--- config.mk ---
export PLATFORM = sky130hd
export DESIGN_NAME = case_insensitive_keyword_spotter
export DESIGN_NICKNAME = d
export VERILOG_FILES = /design/src/rtl/core/kws_pkg.sv /design/src/rtl/core/kws_cell.sv /design/src/rtl/core/case_insensitive_keyword_spotter.sv
export VERILOG_INCLUDE_DIRS = /design/src /design/src/rtl/core
export SDC_FILE = /design/constraint.sdc
export NUM_CORES = 1
export LEC_CHECK = 0
export BUFFER_PORTS_ARGS = -buffer_cell sky130_fd_sc_hd__buf_4
export CORE_MARGIN = 5
export CORE_UTILIZATION = 59
export CTS_BUF_LIST = sky130_fd_sc_hd__clkbuf_4 sky130_fd_sc_hd__clkbuf_8
export CTS_CLUSTER_SIZE = 14
export DETAILED_ROUTE_END_ITERATION = 12
export PLACE_DENSITY = 0.72
export SYNTH_ARGS = -nofsm -noshare
export SYNTH_HDL_FRONTEND = slang
export SYNTH_SLANG_ARGS = --single-unit
--- constraint.sdc ---
create_clock -name clk -period 2.2 [get_ports clk]
set_input_delay 0.44 -clock clk [delete_from_list [all_inputs] [get_ports clk]]
set_output_delay 0.44 -clock clk [all_outputs]
set_load 0.05 [all_outputs]
--- src/rtl/core/assert_macros.svh ---
// Assertion macros shared by the keyword spotter RTL.
`ifndef ASSERT_MACROS_SVH
`define ASSERT_MACROS_SVH

// Property that must hold at every clock edge outside reset.
`define KWS_ASSERT(label, prop, msg) \
    label: assert property (@(posedge clk) disable iff (!rst_n) (prop)) \
        else $error(msg);

// Consequent must hold in the cycle after the antecedent.
`define KWS_ASSERT_NEXT(label, ante, cons, msg) \
    label: assert property (@(posedge clk) disable iff (!rst_n) (ante) |=> (cons)) \
        else $error(msg);

`endif

--- src/rtl/core/kws_pkg.sv ---
// Shared types, sizes and keyword table of the keyword spotter.
package kws_pkg;

    localparam int WINDOW_BYTES = 9;
    localparam int KW_COUNT     = 25;
    localparam int KW_MAX       = 9;
    // One cell per keyword byte position, never more than the window holds
    localparam int CELL_COUNT   = (KW_MAX < WINDOW_BYTES) ? KW_MAX : WINDOW_BYTES;

    localparam logic [7:0] UPPER_A  = 8'h41;
    localparam logic [7:0] UPPER_Z  = 8'h5A;
    localparam logic [7:0] CASE_BIT = 8'h20;

    // Keyword lengths in bytes
    localparam int KW_LEN [KW_COUNT] = '{
        1, 4, 4, 4, 5, 7, 6, 6, 5, 7, 5, 4, 8,
        6, 6, 6, 6, 9, 6, 6, 6, 6, 6, 6, 6
    };

    // Keyword bytes, lower case, padded with zero (a zero byte never enters the chain)
    localparam logic [7:0] KW_ROM [KW_COUNT][KW_MAX] = '{
        '{8'h3F, 8'h00, 8'h00, 8'h00, 8'h00, 8'h00, 8'h00, 8'h00, 8'h00},
        '{"h", "e", "l", "p", 8'h00, 8'h00, 8'h00, 8'h00, 8'h00},
        '{"h", "o", "w", " ", 8'h00, 8'h00, 8'h00, 8'h00, 8'h00},
        '{"w", "h", "y", " ", 8'h00, 8'h00, 8'h00, 8'h00, 8'h00},
        '{"w", "h", "a", "t", " ", 8'h00, 8'h00, 8'h00, 8'h00},
        '{"s", "h", "o", "u", "l", "d", " ", 8'h00, 8'h00},
        '{"p", "l", "e", "a", "s", "e", 8'h00, 8'h00, 8'h00},
        '{"a", "d", "v", "i", "c", "e", 8'h00, 8'h00, 8'h00},
        '{"a", "l", "e", "r", "t", 8'h00, 8'h00, 8'h00, 8'h00},
        '{"w", "a", "r", "n", "i", "n", "g", 8'h00, 8'h00},
        '{"e", "r", "r", "o", "r", 8'h00, 8'h00, 8'h00, 8'h00},
        '{"f", "a", "i", "l", 8'h00, 8'h00, 8'h00, 8'h00, 8'h00},
        '{"a", "b", "n", "o", "r", "m", "a", "l", 8'h00},
        '{8'hE5, 8'h92, 8'hA8, 8'hE8, 8'hAF, 8'hA2, 8'h00, 8'h00, 8'h00},
        '{8'hE8, 8'hAF, 8'hB7, 8'hE9, 8'h97, 8'hAE, 8'h00, 8'h00, 8'h00},
        '{8'hE6, 8'h80, 8'h8E, 8'hE4, 8'hB9, 8'h88, 8'h00, 8'h00, 8'h00},
        '{8'hE5, 8'hA6, 8'h82, 8'hE4, 8'hBD, 8'h95, 8'h00, 8'h00, 8'h00},
        '{8'hE4, 8'hB8, 8'hBA, 8'hE4, 8'hBB, 8'h80, 8'hE4, 8'hB9, 8'h88},
        '{8'hE6, 8'h98, 8'hAF, 8'hE5, 8'h90, 8'hA6, 8'h00, 8'h00, 8'h00},
        '{8'hE6, 8'hB1, 8'h82, 8'hE5, 8'h8A, 8'hA9, 8'h00, 8'h00, 8'h00},
        '{8'hE5, 8'h91, 8'h8A, 8'hE8, 8'hAD, 8'hA6, 8'h00, 8'h00, 8'h00},
        '{8'hE6, 8'h8A, 8'hA5, 8'hE8, 8'hAD, 8'hA6, 8'h00, 8'h00, 8'h00},
        '{8'hE5, 8'hBC, 8'h82, 8'hE5, 8'hB8, 8'hB8, 8'h00, 8'h00, 8'h00},
        '{8'hE6, 8'h95, 8'h85, 8'hE9, 8'h9A, 8'h9C, 8'h00, 8'h00, 8'h00},
        '{8'hE5, 8'hBB, 8'hBA, 8'hE8, 8'hAE, 8'hAE, 8'h00, 8'h00, 8'h00}
    };

    // One byte position of every keyword
    typedef logic [KW_COUNT-1:0][7:0] kws_col_t;
    // One flag per keyword
    typedef logic [KW_COUNT-1:0]      kws_vec_t;

    // Control broadcast to all cells
    typedef struct packed {
        logic shift;   // a new folded byte enters the chain
        logic clear;   // last byte of a payload: drop all partial matches
    } kws_ctl_t;

endpackage

--- src/rtl/core/kws_cell.sv ---
// One byte position of the match chain: partial-match flags for all keywords.
module kws_cell (
    input  logic               clk,
    input  logic               rst_n,
    input  kws_pkg::kws_ctl_t  ctl,
    input  logic [7:0]         cur_byte,
    input  kws_pkg::kws_col_t  col_bytes,
    input  kws_pkg::kws_vec_t  prev_match,
    output kws_pkg::kws_vec_t  cand_match,
    output kws_pkg::kws_vec_t  match
);
    import kws_pkg::*;

    kws_vec_t match_reg;
    kws_vec_t match_next;

    // Prefix through this position matches if the previous one did and this byte fits
    always_comb
    begin
        for (int k = 0; k < KW_COUNT; k++)
        begin
            cand_match[k] = prev_match[k] && (cur_byte == col_bytes[k]);
        end
    end

    always_comb
    begin
        priority if (ctl.clear)
            match_next = '0;
        else if (ctl.shift)
            match_next = cand_match;
        else
            match_next = match_reg;
    end

    always_ff @(posedge clk or negedge rst_n)
    begin
        if (!rst_n)
            match_reg <= '0;
        else
            match_reg <= match_next;
    end

    assign match = match_reg;

endmodule

--- src/rtl/core/case_insensitive_keyword_spotter.sv ---
// Top level of the case-insensitive keyword spotter.
//
// Usage:
//   Input channel (data_byte, last, byte_valid/byte_ready) takes one payload
//   byte per request. ASCII capitals are folded to lower case; a zero byte
//   stops the scan and later bytes of the same payload are ignored.
//   Output channel (ask, ask_valid/ask_ready) gives one flag per payload,
//   issued for the request marked last: 1 if any keyword was seen.
// Throughput: one byte per cycle while byte_ready is high. Each nonzero byte
//   before a stop updates a row of nine match cells, one per keyword byte position.
// Latency: the flag is valid the cycle after its last byte is accepted.
// Stall: the flag waits in an output register; byte_ready stays high while
//   that register is empty or is being read in the same cycle. While a flag
//   sits unread, no byte of any kind is taken.
// Reset: clears the cells, the hit and stop flags and the output register;
//   the block is ready as soon as reset ends. State also clears after each
//   last byte.
`include "assert_macros.svh"

module case_insensitive_keyword_spotter (
    input  logic       clk,
    input  logic       rst_n,
    input  logic [7:0] data_byte,
    input  logic       last,
    input  logic       byte_valid,
    output logic       byte_ready,
    output logic       ask,
    output logic       ask_valid,
    input  logic       ask_ready
);
    import kws_pkg::*;

    kws_ctl_t   ctl;
    logic       accept;
    logic       active;
    logic       hit_now;
    logic [7:0] folded;

    logic hit_reg,       hit_next;
    logic stop_reg,      stop_next;
    logic out_valid_reg, out_valid_next;
    logic ask_reg,       ask_next;

    kws_col_t col    [CELL_COUNT];
    kws_vec_t prev   [CELL_COUNT];
    kws_vec_t cand   [CELL_COUNT];
    kws_vec_t match  [CELL_COUNT];
    kws_vec_t hit_vec;

    // Handshake
    assign byte_ready = !out_valid_reg || ask_ready;
    assign accept     = byte_valid && byte_ready;
    assign active     = !stop_reg;

    // Fold ASCII capitals
    assign folded = ((data_byte >= UPPER_A) && (data_byte <= UPPER_Z)) ?
                    (data_byte | CASE_BIT) : data_byte;

    assign ctl.shift = accept && active && (data_byte != 8'h00);
    assign ctl.clear = accept && last;

    // Cell row: each cell takes the partial matches of its left neighbor
    for (genvar j = 0; j < CELL_COUNT; j++)
    begin : g_cell
        for (genvar k = 0; k < KW_COUNT; k++)
        begin : g_col
            assign col[j][k] = KW_ROM[k][j];
        end

        if (j == 0)
        begin : g_head
            assign prev[j] = '1;
        end
        else
        begin : g_link
            assign prev[j] = match[j-1];
        end

        kws_cell u_cell (
            .clk        (clk),
            .rst_n      (rst_n),
            .ctl        (ctl),
            .cur_byte   (folded),
            .col_bytes  (col[j]),
            .prev_match (prev[j]),
            .cand_match (cand[j]),
            .match      (match[j])
        );
    end

    // A keyword completes at the cell of its last byte
    for (genvar k = 0; k < KW_COUNT; k++)
    begin : g_hit
        if (KW_LEN[k] <= CELL_COUNT)
        begin : g_fit
            assign hit_vec[k] = cand[KW_LEN[k]-1][k];
        end
        else
        begin : g_nofit
            assign hit_vec[k] = 1'b0;
        end
    end

    assign hit_now = ctl.shift && (|hit_vec);

    // Sticky hit and stop flags
    always_comb
    begin
        hit_next  = hit_reg;
        stop_next = stop_reg;
        if (accept)
        begin
            if (last)
            begin
                hit_next  = 1'b0;
                stop_next = 1'b0;
            end
            else
            begin
                hit_next  = hit_reg || hit_now;
                stop_next = stop_reg || (data_byte == 8'h00);
            end
        end
    end

    // Output register
    always_comb
    begin
        out_valid_next = out_valid_reg;
        ask_next       = ask_reg;
        priority if (accept && last)
        begin
            out_valid_next = 1'b1;
            ask_next       = hit_reg || hit_now;
        end
        else if (ask_ready)
        begin
            out_valid_next = 1'b0;
        end
    end

    always_ff @(posedge clk or negedge rst_n)
    begin
        if (!rst_n)
        begin
            hit_reg       <= 1'b0;
            stop_reg      <= 1'b0;
            out_valid_reg <= 1'b0;
            ask_reg       <= 1'b0;
        end
        else
        begin
            hit_reg       <= hit_next;
            stop_reg      <= stop_next;
            out_valid_reg <= out_valid_next;
            ask_reg       <= ask_next;
        end
    end

    assign ask       = ask_reg;
    assign ask_valid = out_valid_reg;

    // Checks
    `KWS_ASSERT(a_no_overwrite, !(out_valid_reg && !ask_ready && byte_ready), "byte taken while flag unread")
    `KWS_ASSERT_NEXT(a_flag_issued, accept && last, ask_valid, "no flag after last byte")
    `KWS_ASSERT_NEXT(a_state_cleared, accept && last, !hit_reg && !stop_reg, "state not cleared")
    `KWS_ASSERT(a_stopped_frozen, !(stop_reg && ctl.shift), "chain advanced after zero byte")

endmodule

Word level (Yosys, flattened, before mapping)
Index checks and enable logic that the tools add are counted.
Cells by class
  add/sub/neg operators: 0
  multiply operators: 0
  div/mod/pow operators: 0
  order comparisons: 2
  equal/unequal tests: 58
  shift operators: 0
  multiplexer cells: 21
  bitwise logic cells: 0
  reduce and logical (&&, ||, !) cells: 186
Operator list (count)
  $mux W25: 14
  $eq A8 B8 Y1 const B: 35
  $logic_and A1 B1 Y1: 175
  $eq A8 B7 Y1 const B: 21
  $mux W18: 2
  $reduce_or A25 Y1: 1
  $eq A8 B6 Y1 const B: 2
  $logic_not A8 Y1: 2
  $ge A8 B7 Y1 const B: 1
  $le A8 B7 Y1 const B: 1
  $reduce_bool A8 Y1: 1
  $mux W6: 1
  $mux W1: 4
  $reduce_bool A2 Y1: 2
  $logic_or A1 B1 Y1: 3
  $logic_not A1 Y1: 2
Word-level totals
  register bits after elaboration: 197
  latch bits: 0
  bits in writable memories: 0
  ROM bits: 0
  bits of input ports: 13
  output and inout bits: 3
  logic and storage cells: 279
  memories kept: 0

Longest topological paths before layout
Gate-level depths: netlist (run 1).
  depth after elaboration: 9
  depth in mapped cells: 8

Modules after synthesis
A second synthesis (run 1) with hierarchy kept.
Unflattened totals
  cell total of the unflattened synthesis: 3636
  area, all modules: 31102.3 µm²
Modules (own cells, without submodules)
  kws_cell: times used 9, cells each 400, area each 3423.3 µm²
  case_insensitive_keyword_spotter: times used 1, cells each 36, area each 292.8 µm²

Least setup slack after synthesis (run 1)
No wires, ideal clock.
  kind: reg-to-reg
  from: register out_valid_reg, in the netlist ask_valid
  to: register g_cell[3].u_cell.match_reg[15]
  library setup time: 0.066 ns
  data arrival time: 2.176 ns
  required time: 2.134 ns
  slack: -0.043 ns
  stages on the path, launching flop included: 7
  cell sequence: dfrtp_1 > nand2b_1 > buf_2 > nand2_1 > or4_1 > nor4_4 > a22o_1
On the way
  cells in the longest elaborated chain, start to end: 6
  elaborated cells between the ends (all ways): 8
Ends and longest elaborated chain
  start, declared: line case_insensitive_keyword_spotter.sv:41  | logic out_valid_reg, out_valid_next;
  start signal, assigned: line case_insensitive_keyword_spotter.sv:155  | out_valid_reg <= out_valid_next;
  $logic_not A1 Y1 *: line case_insensitive_keyword_spotter.sv:51  | assign byte_ready = !out_valid_reg || ask_ready;
  $logic_or A1 B1 Y1 *: line case_insensitive_keyword_spotter.sv:51
  via byte_ready: line case_insensitive_keyword_spotter.sv:26  | output logic byte_ready,
  $logic_and A1 B1 Y1 *: line case_insensitive_keyword_spotter.sv:52  | assign accept = byte_valid && byte_ready;
  $logic_and A1 B1 Y1 (2 in a row): line case_insensitive_keyword_spotter.sv:59  | assign ctl.shift = accept && active && (data_byte != 8'h00);
  $reduce_bool A2 Y1 (no source line)
  end signal, assigned: line kws_cell.sv:41  | match_reg <= match_next;
  end, declared: line kws_cell.sv:14  | kws_vec_t match_reg;
The timed path passes the listed nets; every way through them passes the cells marked *.
A chain may end at the register's enable or synchronous reset.

Worst setup path after layout (run 1)
  from: register out_valid_reg, in the netlist ask_valid
  to: register g_cell[3].u_cell.match_reg[17]
On the way
  cells in the longest elaborated chain, start to end: 6
  elaborated cells between the ends (all ways): 8
Ends and longest elaborated chain (line)
  $logic_not A1 Y1 *: case_insensitive_keyword_spotter.sv:51
  $logic_or A1 B1 Y1 *: case_insensitive_keyword_spotter.sv:51
  $logic_and A1 B1 Y1 *: case_insensitive_keyword_spotter.sv:52
  $logic_and A1 B1 Y1 (2 in a row): case_insensitive_keyword_spotter.sv:59
  $reduce_bool A2 Y1 (no source line)
Every way passes the cells marked *; elsewhere a longest branch is shown, timed or not.

==> results.cfg, run 1 <==
[global_routing]
grt_usage = 0.233
grt_pass1_wl_um = 17300
grt_max_degree = 56
first_global_vias = 3133
grt_antenna_before_repair = 0
grt.overflow.total = 0

[power_and_ir_drop]
peakVddDrop_v = 0.000494
p_leak_nw = 2.31
powerDensity_nw_per_um2 = 675

[job]
cap_viol_max_count = 0

[min_path]
hold_path_class = input pin to asynchronous set/reset pin

[cts]
cts.htree.levels = 3
cts_resized = 0
cts_buffer_depth = 2
cts_tree = built
clock_sinks = 106
cts_root_buf = clkbuf_8
clkTransAtPathRegs_ps = 100
clock_latency_ps = 370
post-cts-setup-buffers = 0
cts_buffers = 9
cts_hold_buf = 0

[synthesis]
synth-main-ff-cell = dfrtp_1
yosysUniqueCellTypes = 48
synth_simple_gate_area_frac = 0.106
netlist_area_sq_um = 4480
synth_xor_xnor_area_share = 0
synthCells = 338
synth_fa_ha_area_frac = 0
synthMuxAreaShare = 0.00223
ys_top_cells_by_area = dfrtp_1 (59%), a32o_1 (11%), a22o_1 (9.2%), buf_6 (2.3%), nor4_4 (1.4%)
syn_nets = 351
synth_top_family_by_area = compound AO/OA/AOI/OAI gates
yosys_warnings = 0
synth_top_area_frac = 0.592
synth_area_per_cell_sq_um = 13.3
yosysSeqAreaShare = 0.592
ys_seq_elements = 106
ys_async_sr_fraction = 1.00
synth_compound_area_frac = 0.253
synth_edf_count = 0
synth.largest_area_cell = dfrtp_1

[setup_path]
startpoint_type = flip-flop
worstPathArrival_ps = 2190
critPathMaxFanout = 5
worst_setup_path_end_kind = flip-flop
crit_type = flip-flop to flip-flop
reg2reg_from = ask_valid
worst-endpoint-required_ps = 2510
startpoint = ask_valid

[timing]
setup_tns_ps = 0
timing.slew.headroom = 0.606
setup_viol = 0
fin_skew_ps = 5.75
fin_hold_ws_ps = 29.3
rsz0062_at_grt = no
fmax_ghz = 0.532
fin_crit_sh = 0.854
worst_pin_slew_ps = 587
post-route-min-period_ps = 1880
slew_viol_final = 0
hold_viol_final = 0

[placed_design]
hpwlAfterDp_um = 7170
post_dp_cell_area_sq_um = 4820
gp_congestion = 0.898
place_inst = 457
io_buffers = 15

[cells_and_area]
largest_reg_flops = 102
fin_area_sq_um = 5020
fin_nets = 382
area_growth_pct = 12.0
multi_input_area_sq_um = 1640
drive_above_1_share = 0.193
instances_no_fill = 473
fillerInstances = 518
seq_area_sq_um = 2650
post-route-util = 0.684
diodes = 0

[drt]
wl_per_cell_um = 21.6
viasPerCell = 6.63
vias = 3136
antenna_left = 0
drtIter0Drc = 257
drt-total-wl_um = 10200
drc_errors = 0
drt-pass1-iter-count = 6

[floorplanning]
die_area_sq_um = 9430
chipWidth_um = 97.1
placeableCoreArea_sq_um = 7330
ioPinCount = 16
num_rows = 31
start_util = 0.611
die-height_um = 97.1

[outcome]
status = completed
-- routing by layer --
metal	routed length (um)	GRT usage	share of wire	vias up
met5	0	0	0	-
met4	199	0.0637	0.019	0
met3	686	0.0625	0.067	16
met2	4580	0.329	0.45	120
met1	4750	0.354	0.46	1585
li1	-	-	-	1415
-- final cells by class --
type / instances / area share
clock buffer: 10 / 0.0274
clock inverter: 6 / 0.0117
inverter: 3 / 0.00224
sequential: 106 / 0.529
multi-input combinational: 201 / 0.326
timing repair buffer: 48 / 0.0793
tap: 99 / 0.0247
-- report_power, final --
group / internal [mW] / leakage [nW] / switching [mW]
Sequential: 1.95 / 1.48 / 0.00373
Combinational: 0.0824 / 0.737 / 0.191
Clock: 0.466 / 0.0966 / 0.691
Total: 2.50 / 2.31 / 0.885
-- cells in the final DEF, fill, tap and decap left out, types with 2 or more instances in the layout --
cell type / Yosys / final
dfrtp_1: 106 / 106
a32o_1: 51 / 51
a22o_1: 47 / 47
buf_4: 3 / 45
nor2_1: 12 / 12
nand2_1: 10 / 10
nor3_1: 10 / 10
clkbuf_8: 0 / 10
nand2b_1: 6 / 6
a21oi_1: 6 / 6
nor2b_1: 4 / 4
nor4_4: 3 / 4
and2_1: 4 / 4
a21o_1: 4 / 4
o21ai_0: 4 / 4
inv_1: 3 / 3
nor4bb_1: 3 / 3
nand3b_1: 3 / 3
inv_6: 0 / 3
buf_12: 0 / 3
nand4_1: 2 / 2
a31oi_1: 2 / 2
and4b_1: 2 / 2
nand3_1: 2 / 2
o31ai_1: 2 / 2
a211oi_1: 2 / 2
-- cells in the mapped netlist (3+ instances only) --
| library cell | number |
|---|---|
| a32o_1 | 51 |
| nor2_1 | 12 |
| nand3b_1 | 3 |
| buf_2 | 10 |
| buf_6 | 9 |
| a22o_1 | 47 |
| nor4bb_1 | 3 |
| dfrtp_1 | 106 |
| nor2b_1 | 4 |
| buf_4 | 3 |
| nor3_1 | 10 |
| inv_1 | 3 |
| nand2_1 | 10 |
| nand2b_1 | 6 |
| nor4_4 | 3 |
| o21ai_0 | 4 |
| and2_1 | 4 |
| a21o_1 | 4 |
| a21oi_1 | 6 |
| clkbuf_1 | 5 |
-- metrics by stage --
stage | total power [mW] | setup slack [ps]
finish | 3.39 | 322
global route | 3.53 | 263
CTS | 3.42 | 320
detailed placement | 2.27 | 90.3
global placement | 2.26 | 146
floorplan | 2.15 | 63.8
-- worst max-delay path, stage by stage, from the launching register on --
cell and delay (ps):
dfrtp_1 390, nand2b_1 100, nand2_1 70, or4_1 670, nor4_4 380, a22o_1 210
-- path summary, 6_finish.rpt --
path                                               to  slack [ps]  cells past startpoint
hold reg to reg            g_cell[0].u_cell.match[17]         500                      1
hold / removal             g_cell[3].u_cell.match[21]          30                      1
max in group asynchronous                     hit_reg        1570                      2
setup / recovery           g_cell[3].u_cell.match[17]         320                      5
setup reg to reg           g_cell[3].u_cell.match[17]         320                      5
min in group clk                            ask_valid         320                      3
-- logic make-up after synthesis --
group	after synthesis
AOI/OAI and AO/OA	128
muxes	1
DFF	106
buffers and inverters	31
and+or+nand+nor	72
(Power assumes the default switching activity.)
==> inputs of run 2 (changes only) <==
==> constraint.sdc (replaced) <==
create_clock -name clk -period 1.9 [get_ports clk]
set_input_delay 0.38 -clock clk [delete_from_list [all_inputs] [get_ports clk]]
set_output_delay 0.38 -clock clk [all_outputs]
set_load 0.01 [all_outputs]
==> run 2 against run 1 <==
Compared with the run above: maximum frequency is 4.8% higher; count of clock-buffer cells in the layout is 2 higher; critical endpoint unchanged; highest routed layer unchanged; clock skew is 2.4 ps higher; via count is 3.0% higher; die area stayed put; combinational power is 19% higher; critical path depth is 1 higher; worst hold slack better by 230 ps; sequential power is 15% higher; core utilization is 2.5 points higher; first-iteration DRC count is 12% higher.
==> results.cfg, run 2 (synthesis gave the netlist of run 1 again) <==
[min_path]
hold_path.startpoint = byte_valid
min_to = ask_valid
hold_depth = 3
hold_path_class = input pin to flip-flop

[drt]
vias = 3229
drtIter0Drc = 287
drt-total-wl_um = 10500
wl_per_cell_um = 21.3
viasPerCell = 6.55
drt-pass1-iter-count = 5
drc_errors = 0
antenna_left = 0

[cells_and_area]
fin_nets = 402
final_common_cell = dfrtp_1
fillerInstances = 495
diodes = 0
largest_reg_flops = 102
fin_area_sq_um = 5200
post-route-util = 0.709
drive_above_1_share = 0.239
seq_area_sq_um = 2650
multi_input_area_sq_um = 1640
area_growth_pct = 16.1
layout_common_cells = dfrtp_1 (105), buf_4 (62), a32o_1 (51)

[setup_path]
reg2reg_slack_ps = 110
critPathMaxFanout = 5
worst_setup_path_end_kind = flip-flop
crit_type = flip-flop to flip-flop
worstPathArrival_ps = 2100
reg2reg_from = ask_valid
startpoint_type = flip-flop
reg2regPathDepth = 6
worst-endpoint-required_ps = 2210
rr_endpoint = g_cell[3].u_cell.match[17]

[timing]
fmax_ghz = 0.558
post-route-min-period_ps = 1790
rsz0062_at_grt = no
worst_pin_slew_ps = 488
setup_viol = 0
slew_viol_final = 0
timing.slew.headroom = 0.672
fin_skew_ps = 8.19
setup_tns_ps = 0
timing.final.ws_setup_ps = 108
fin_crit_sh = 0.943
hold_viol_final = 0

[floorplanning]
die-height_um = 97.1
start_util = 0.611
ioPinCount = 16
placeableCoreArea_sq_um = 7330
die_area_sq_um = 9430
chipWidth_um = 97.1
num_rows = 31

[power_and_ir_drop]
powerDensity_nw_per_um2 = 767
total_power_mw = 3.99
peakVddDrop_v = 0.000481
p_leak_nw = 2.43

[placed_design]
post_dp_cell_area_sq_um = 4940
gp_congestion = 0.922
dpl_worst_slack_ps = -22.4
io_buffers = 15
hpwlAfterDp_um = 7170

[cts]
clkTransAtPathRegs_ps = 90
cts_buffer_depth = 2
cts.htree.levels = 3
cts_root_buf = clkbuf_8
clock_sinks = 106
clock_latency_ps = 370
cts_tree = built
cts_buffers = 9

[job]
cap_viol_max_count = 0

[global_routing]
grt_usage = 0.238
grt_max_degree = 56
grt_use_met1 = 0.360
grt_pass1_wl_um = 17600
first_global_vias = 3216
met2_usage = 0.339
grt_antenna_before_repair = 0
busiest_layer = met1
grtUsageMet3 = 0.0646
grt.overflow.total = 0

[outcome]
status = completed
[run 2: changes by cell type in the layout (fill, tap and decap cells not counted), sizes merged]
| cell | before | now |
|---|---|---|
| inv | 6 | 4 |
| clkinvlp | 1 | 0 |
| dlygate4sd3 | 0 | 1 |
| bufinv | 0 | 1 |
| clkbuf | 10 | 12 |
| buf | 48 | 67 |
[run 2: worst max-delay path by stage]
stage | from | endpoint | slack, ps
2_1_floorplan | ask_valid | g_cell[3].u_cell.match[15] | 60
3_3_place_gp | ask_ready | g_cell[3].u_cell.match[15] | 4
3_5_place_dp | ask_ready | g_cell[3].u_cell.match[17] | -20
4_1_cts | ask_valid | g_cell[3].u_cell.match[17] | 60
5_1_grt | ask_valid | g_cell[3].u_cell.match[16] | 20
6_report | ask_valid | g_cell[3].u_cell.match[17] | 110
[run 2: metrics by stage]
step	hold slack, ps	instances
after global placement	324	471
after global routing	262	493
after floorplan	84.4	338
after detailed placement	332	471
after CTS	237	488
final	259	493
[run 2: area by class of cell]
| class | count | area share |
|---|---|---|
| Clock buffer | 12 | 0.0294 |
| Clock inverter | 4 | 0.00939 |
| Inverter | 3 | 0.00217 |
| Multi-Input combinational cell | 201 | 0.316 |
| Sequential cell | 106 | 0.510 |
| Tap cell | 99 | 0.0238 |
| Timing Repair Buffer | 68 | 0.109 |
[run 2: repair_timing]
action | 4_1_cts | 5_1_grt
buffers inserted | 0 | 5
resized for setup | 0 | 4
hold buffers | 1 | 0
endpoints found under the setup margin | 0 | 6
endpoints found under the hold margin | 27 | 0
[run 2: report_power, final]
group,internal (mW),total (mW),switching [mW]
registers,2.26,2.26,0.00440
clock network,0.676,1.40,0.723
logic,0.116,0.325,0.209
[run 2: metal layers]
| metal | wire [um] | up-vias |
|---|---|---|
| li1 | - | 1456 |
| met1 | 4920 | 1639 |
| met2 | 4710 | 109 |
| met3 | 633 | 25 |
| met4 | 244 | 0 |
| met5 | 0 | - |
[run 2: critical path: stages, from the launching register on]
cell	delay, ps
dfrtp_1	390
nand2b_1	120
nand2_2	80
or4_4	420
buf_6	150
nor4_4	380
a22o_1	190
==> inputs of run 3 (changes only) <==
==> constraint.sdc (replaced) <==
create_clock -name clk -period 1.9 [get_ports clk]
set_input_delay 0.19 -clock clk [delete_from_list [all_inputs] [get_ports clk]]
set_output_delay 0.19 -clock clk [all_outputs]
set_load 0.01 [all_outputs]
==> run 3 against run 2 <==
Compared with the run above: final area fell by 2.7%; count of clock-buffer cells in the layout shrank 3; total power fell by 2.4%; critical path depth shrank 1; critical endpoint is now g_cell[3].u_cell.match[15]; sequential share of layout area rose by 1.4 points; first-iteration DRC count increased by 2.8%; largest power group unchanged; clock power decreased by 5%; flip-flop and latch count did not move.
==> results.cfg, run 3 (synthesis gave the netlist of run 1 again) <==
[cells_and_area]
final_common_cell = dfrtp_1
area_growth_pct = 13.0
post-route-util = 0.690
fin_nets = 386
multi_input_area_sq_um = 1640
drive_above_1_share = 0.198
instances_no_fill = 477
seq_area_sq_um = 2650
fillerInstances = 500
layout_common_cells = dfrtp_1 (106), a32o_1 (51), a22o_1 (47), buf_4 (47), nor2_1 (12)
diodes = 0
largest_reg_flops = 102
fin_area_sq_um = 5060

[drt]
vias = 3177
drc_errors = 0
antenna_left = 0
drtIter0Drc = 295
drt-total-wl_um = 10200
wl_per_cell_um = 21.3
viasPerCell = 6.66
drt-pass1-iter-count = 6

[power_and_ir_drop]
p_sw_mw = 1.02
total_power_mw = 3.89
p_int_mw = 2.87
seq_power_share = 0.582
swShare = 0.262
clkPwrFrac = 0.341
peakVddDrop_v = 0.000482
p_leak_nw = 2.34
powerDensity_nw_per_um2 = 770
combPwrFrac = 0.077

[setup_path]
reg2regPathDepth = 5
critPathTopFamily = simple AND/OR/NAND/NOR gates
startpoint = ask_valid
crit_end = g_cell[3].u_cell.match[15]
worst-endpoint-required_ps = 2210
reg2reg_slack_ps = 90
worst_setup_path_end_kind = flip-flop
slowest_delay_ps = 670
critPathMaxFanout = 5
cp_slowest_cell = or4_1
crit_chain = nand2b_1, nand2_1, or4_1, nor4_4, a22o_1
worstPathArrival_ps = 2120
path_depth = 5
reg2reg_from = ask_valid
crit_type = flip-flop to flip-flop
rr_endpoint = g_cell[3].u_cell.match[15]
startpoint_type = flip-flop
cp_num_buf_inv = 0

[global_routing]
grt_max_degree = 56
grt_pass1_wl_um = 17100
grt_antenna_before_repair = 0
grt.overflow.total = 0
grt_usage = 0.228
first_global_vias = 3169

[placed_design]
io_buffers = 15
dpl_worst_slack_ps = 84.3
post_dp_cell_area_sq_um = 4860
gp_congestion = 0.903
place_inst = 460
hpwlAfterDp_um = 7220

[timing]
fin_crit_sh = 0.953
post-route-min-period_ps = 1810
fin_hold_ws_ps = 74.0
slew_viol_final = 0
setup_viol = 0
fin_skew_ps = 10.4
worst_pin_slew_ps = 528
setup_tns_ps = 0
timing.slew.headroom = 0.648
timing.final.ws_setup_ps = 89.1
hold_viol_final = 0
fmax_ghz = 0.552
rsz0062_at_grt = no

[cts]
cts_buffers = 9
post-cts-setup-buffers = 0
clock_sinks = 106
clock_latency_ps = 370
cts_resized = 0
cts_buffer_depth = 2
cts.htree.levels = 3
cts_tree = built
clkTransAtPathRegs_ps = 100
cts_root_buf = clkbuf_8

[min_path]
hold_path_class = input pin to flip-flop
hold_path.startpoint = byte_valid

[job]
cap_viol_max_count = 0

[floorplanning]
ioPinCount = 16
start_util = 0.611
chipWidth_um = 97.1
placeableCoreArea_sq_um = 7330
num_rows = 31
die-height_um = 97.1
die_area_sq_um = 9430

[outcome]
status = completed
-- run 3: changes by cell type in the layout (fill, tap and decap cells not counted), sizes merged --
cell      delta
buf         -16
bufinv       -1
clkbuf       -3
clkinv       -1
clkinvlp     +1
inv          +4
-- run 3: layout make-up --
| type | count | area share |
|---|---|---|
| Sequential cell | 106 | 0.524 |
| Multi-Input combinational cell | 201 | 0.323 |
| Timing Repair Buffer | 52 | 0.0875 |
| Clock buffer | 9 | 0.0245 |
| Tap cell | 99 | 0.0245 |
| Clock inverter | 7 | 0.0138 |
| Inverter | 3 | 0.00223 |
-- run 3: power groups by stage --
stage	clock network [mW]	registers [mW]	logic (mW)
floorplan	0	2.31	0.161
global placement	0	2.31	0.291
detailed placement	0	2.31	0.296
CTS	1.37	2.27	0.298
global route	1.46	2.27	0.327
finish	1.33	2.27	0.299
-- run 3: metal layers --
metal	part of all wire	global-route usage	vias up
met1	0.48	0.345	1634
li1	-	-	1428
met2	0.46	0.333	107
met5	0	0	-
met3	0.060	0.0574	8
met4	0.0079	0.0529	0
-- run 3: repair_timing --
item                       4_1_cts  5_1_grt
setup endpoints to repair        0        0
hold buffers                     1        0
hold endpoints to repair        38        0
-- run 3: how the worst min path moves through the flow --
stage	depth (start not counted)	slack, ps	endpoint
floorplan	0	-110	ask
global placement	1	190	g_cell[4].u_cell.match[21]
detailed placement	1	200	g_cell[4].u_cell.match[18]
CTS	3	60	ask_valid
global route	3	60	ask_valid
finish	3	70	ask_valid
-- run 3: tightest hold or removal path, cell delays in order --
cell and delay [ps]:
buf_4 110, nand2_1 50, nand2_1 50
